==> src/rtl/core/five_tuple_rule_classifier_macros.svh <==
// assertion macros for the five-tuple rule classifier
`ifndef FIVE_TUPLE_RULE_CLASSIFIER_MACROS_SVH
`define FIVE_TUPLE_RULE_CLASSIFIER_MACROS_SVH

// condition implies expression in the same cycle
`define FTRC_ASSERT_SAME(lbl, cond, expr, msg) \
	lbl: assert property (@(posedge clk) disable iff (!arst_n) (cond) |-> (expr)) \
		else $error(msg);

// condition implies expression in the next cycle
`define FTRC_ASSERT_NEXT(lbl, cond, expr, msg) \
	lbl: assert property (@(posedge clk) disable iff (!arst_n) (cond) |=> (expr)) \
		else $error(msg);

`endif

==> src/rtl/core/ftrc_pkg.sv <==
// shared types and constants for the five-tuple rule classifier
package ftrc_pkg;

	localparam int unsigned MAX_RULES_DEF = 64;

	localparam logic KIND_ADD   = 1'b0;
	localparam logic KIND_MATCH = 1'b1;

	typedef struct packed {
		logic [31:0] proto;
		logic [31:0] src_addr;
		logic [31:0] dst_addr;
		logic [15:0] src_lo;
		logic [15:0] src_hi;
		logic [15:0] dst_lo;
		logic [15:0] dst_hi;
	} rule_t;

	typedef struct packed {
		logic        proto_any;
		logic [31:0] proto;
		logic [31:0] src_addr;
		logic [31:0] dst_addr;
		logic [15:0] src_port;
		logic [15:0] dst_port;
	} key_t;

	typedef enum logic [1:0] {
		ST_IDLE,
		ST_SCAN,
		ST_DRAIN,
		ST_FIN
	} state_t;

endpackage

==> src/rtl/core/ftrc_match_unit.sv <==
// compares one stored rule against the packet key
module ftrc_match_unit (
	input  ftrc_pkg::rule_t rule,
	input  ftrc_pkg::key_t  key,
	output logic            rule_hit
);
	import ftrc_pkg::*;

	logic proto_ok;
	logic src_addr_ok;
	logic dst_addr_ok;
	logic src_port_ok;
	logic dst_port_ok;

	always_comb begin
		proto_ok    = key.proto_any || (rule.proto == key.proto);
		src_addr_ok = (rule.src_addr == '0) || (rule.src_addr == key.src_addr);
		dst_addr_ok = (rule.dst_addr == '0) || (rule.dst_addr == key.dst_addr);
		// a range with a zero bound is open
		src_port_ok = (rule.src_lo == '0) || (rule.src_hi == '0) ||
			((key.src_port >= rule.src_lo) && (key.src_port <= rule.src_hi));
		dst_port_ok = (rule.dst_lo == '0) || (rule.dst_hi == '0) ||
			((key.dst_port >= rule.dst_lo) && (key.dst_port <= rule.dst_hi));
		rule_hit = proto_ok && src_addr_ok && dst_addr_ok && src_port_ok && dst_port_ok;
	end

endmodule

==> config.mk <==
export PLATFORM = sky130hd
export DESIGN_NAME = ftrc_match_unit
export DESIGN_NICKNAME = d
export VERILOG_FILES = /design/src/rtl/core/five_tuple_rule_classifier_macros.svh /design/src/rtl/core/ftrc_pkg.sv /design/src/rtl/core/ftrc_match_unit.sv
export SDC_FILE = /design/constraint.sdc
export NUM_CORES = 1
export LEC_CHECK = 0
export ABC_CLOCK_PERIOD_IN_PS = 2310
export BUFFER_PORTS_ARGS = -buffer_cell sky130_fd_sc_hd__buf_2
export CAP_MARGIN = 5
export CORE_AREA = 2 2 112 114
export DETAILED_ROUTE_END_ITERATION = 8
export DIE_AREA = 0 0 114 116
export PLACE_DENSITY = 0.55
export SLEW_MARGIN = 40
export SYNTH_ARGS = -nofsm -noshare
export SYNTH_HDL_FRONTEND = slang
export SYNTH_SLANG_ARGS = --single-unit
==> constraint.sdc <==
create_clock -name vclk -period 2.31
set_clock_uncertainty 0.1 [all_clocks]
set_input_delay 0.231 -clock vclk [all_inputs]
set_output_delay 0.231 -clock vclk [all_outputs]
set_load 0.005 [all_outputs]
==> Implementation_results.wiki <==
{| class="wikitable"
! Metric !! Value
|-
| Number of antenna repair diodes || 0
|-
| Via count of the first global-routing pass || 4127
|-
| Growth of design area from synthesis to finish || 68.4%
|-
| Chip Width || 114 um
|-
| Violations in the final reports || negative setup slack
|-
| CP Data Arrival Time || 1.99 ns
|-
| Unique masters post-synth || 30
|-
| Filler-free cell count of the finished design || 851
|-
| Mapped Nets || 741
|-
| Sum of negative setup slack || -0.00889 ns
|-
| Final Max Tran Viols || 0
|-
| Type of the most critical hold path || input port to primary output
|-
| Area of the die || 13200 um2
|-
| Via-per-instance ratio || 4.73
|-
| Pwr/cell area || 165 nW/um2
|-
| Top library cells by usage in the layout, fill and taps aside || 285 x sky130_fd_sc_hd__buf_2, 64 x sky130_fd_sc_hd__xor2_1, 57 x sky130_fd_sc_hd__ha_1
|-
| Post-layout utilization of the core || 40.7%
|-
| Worst Hold End || rule_hit
|-
| Setup Viol. Count Final || 1
|-
| Boundary Pins || 290
|-
| Placeable core area || 11900 um2
|-
| Die Span Y || 116 um
|-
| Number of vias in the routed layout || 4025
|-
| Yosys Warn Count || 0
|-
| Worst Path Required || 1.98 ns
|-
| Starting utilization of the core area || 24.2%
|-
| Slack of the critical path || -0.00889 ns
|-
| Status || finished, violations left
|-
| Most frequent standard cell in the layout excluding fill and tap cells || sky130_fd_sc_hd__buf_2
|-
| HPWL Detailed || 11800 um
|-
| Post-CTS Hold Buffers || 0
|-
| Share of layout cells above drive strength 1 || 48.0%
|-
| Worst IR Drop VDD || 78.3 uV
|-
| Average cell area after synthesis || 7.42 um2
|-
| Worst hold path startpoint || key[128]
|-
| Netlist area before placement || 2880 um2
|-
| Maximum number of pins on one net before global-route repair || 4
|-
| Sequential cells || 0
|-
| Max Fanout on Critical Path || 2
|-
| Part of the cycle the worst path needs || 100%
|-
| Gate Count Post-Synth || 388
|-
| Leakage || 0.00266 uW
|-
| Sequential element share of the synthesized area || 0%
|-
| Clock period minus final worst setup slack || 2.32 ns
|-
| Total iterations of the first detailed-routing run || 4
|-
| Tightest slew margin relative to the limit || 70.6%
|-
| Residual overflow from global routing || 0
|-
| Drt initial violations || 118
|-
| Number of failing hold endpoints at the final stage || 0
|-
| Upper clock frequency limit || 431 MHz
|-
| Post-route ant nets || 0
|-
| Count of clock-net buffers in the final layout || 0
|-
| Crit path kind || input port to primary output
|-
| Startpoint kind of the worst setup timing path || input port
|-
| Avg WL per Cell || 14.7 um
|-
| # port buffers || 290
|-
| Slew @ Worst Pin || 0.437 ns
|-
| Critical path capture point type || primary output
|-
| Post-Place Setup Slack || -0.182 ns
|-
| Routability cong. || 0.928
|-
| Antenna violations before repair || 0
|-
| Cell total after placement || 850
|-
| Total wire length after detailed routing || 12500 um
|-
| Worst hold stages || 4
|-
| First-pass GRT wire length || 18800 um
|-
| Max-capacitance violation count || 0
|-
| Storage element area || 0 um2
|-
| Number of design rule violations left after detail routing || 0
|-
| GRT Total Usage || 17.4%
|-
| Row count || 40
|-
| Setup repair after global routing missed its margin || yes
|-
| Layout Nets || 1059
|}
==> kinds of logic after synthesis <==
kind of cell               count (synthesis)  synth area share (%)
AOI/OAI and AO/OA                         55                  12.4
xor gates and xnor gates                  96                  29.2
adders and majority gates                 64                  27.8
buffers and inverters                     62                  8.08
and+or+nand+nor                          111                  22.5
==> synthesized netlist by cell type (all sizes together) <==
library cell  count  area, um2
a21boi            1       7.51
o41a              1       11.3
a211oi            3       22.5
inv              62        233
nor4             52        332
a41oi             1       8.76
o211ai            2       15.0
ha               64        801
xor2             64        561
o31ai             3       27.5
o21ai             7       35.0
nand4            29        181
o2111ai           1       8.76
o22ai             2       12.5
xnor2            32        280
nor3              2       10.0
o31a              1       8.76
nor2b             4       25.0
nand2            10       37.5
a21oi            23        119
nor2              8       30.0
nand3             3       15.0
a21o              7       52.6
o211a             1       10.0
a2111oi           2       17.5
or3               3       18.8
==> cell type report <==
cell class,instances,area (um2)
multi-input cells,326,2760
well taps,147,184
repair buffers,316,1670
inverters,62,233
fillers,1267,7060
==> critical path, cell delays in order <==
cell and delay [ns]:
sky130_fd_sc_hd__buf_4 0.13, sky130_fd_sc_hd__ha_4 0.25, sky130_fd_sc_hd__o21ai_2 0.05, sky130_fd_sc_hd__a21oi_2 0.11, sky130_fd_sc_hd__nor3_2 0.06, sky130_fd_sc_hd__o41a_1 0.30, sky130_fd_sc_hd__o31a_1 0.24, sky130_fd_sc_hd__o211a_1 0.25
sky130_fd_sc_hd__nor4_2 0.20, sky130_fd_sc_hd__buf_2 0.16
==> how the worst max path moves through the flow <==
stage	startpoint	depth (start not counted)	slack, ns	end
after floorplan	rule[13]	8	0.22	rule_hit
after global routing	rule[33]	11	-0.1	rule_hit
after global placement	rule[21]	11	-0.15	rule_hit
after CTS	rule[48]	10	-0.004	rule_hit
final	key[18]	10	-0.009	rule_hit
after detailed placement	rule[21]	11	-0.18	rule_hit
==> through the flow <==
step | hold slack (ns) | instance area (um2) | power, uW
after floorplan | 0.552 | 2880 | 333
after global placement | 0.906 | 4700 | 747
after detailed placement | 0.917 | 4700 | 764
after CTS | 0.917 | 4780 | 783
after global routing | 0.969 | 4850 | 893
final | 0.913 | 4850 | 798
==> power by group <==
group	internal (uW)	switching, uW
logic	431	367
clock network	0	0
registers	0	0
total	431	367
==> layer usage <==
metal	up-vias	GRT usage [%]	share of wire (%)
met5	-	0	0
met2	160	33.8	50
li1	2053	-	-
met3	14	1.88	7.5
met4	0	2.03	1.4
met1	1798	21.2	41
==> what timing repair did <==
| action | 4_1_cts | 5_1_grt |
|---|---|---|
| pin swaps | 12 | 12 |
| buffers inserted | 0 | 1 |
| resized for setup | 12 | 16 |
| endpoints found under the setup margin | 1 | 1 |
| gates cloned | 0 | 0 |
No activity file was read; power rests on OpenSTA's default activity.
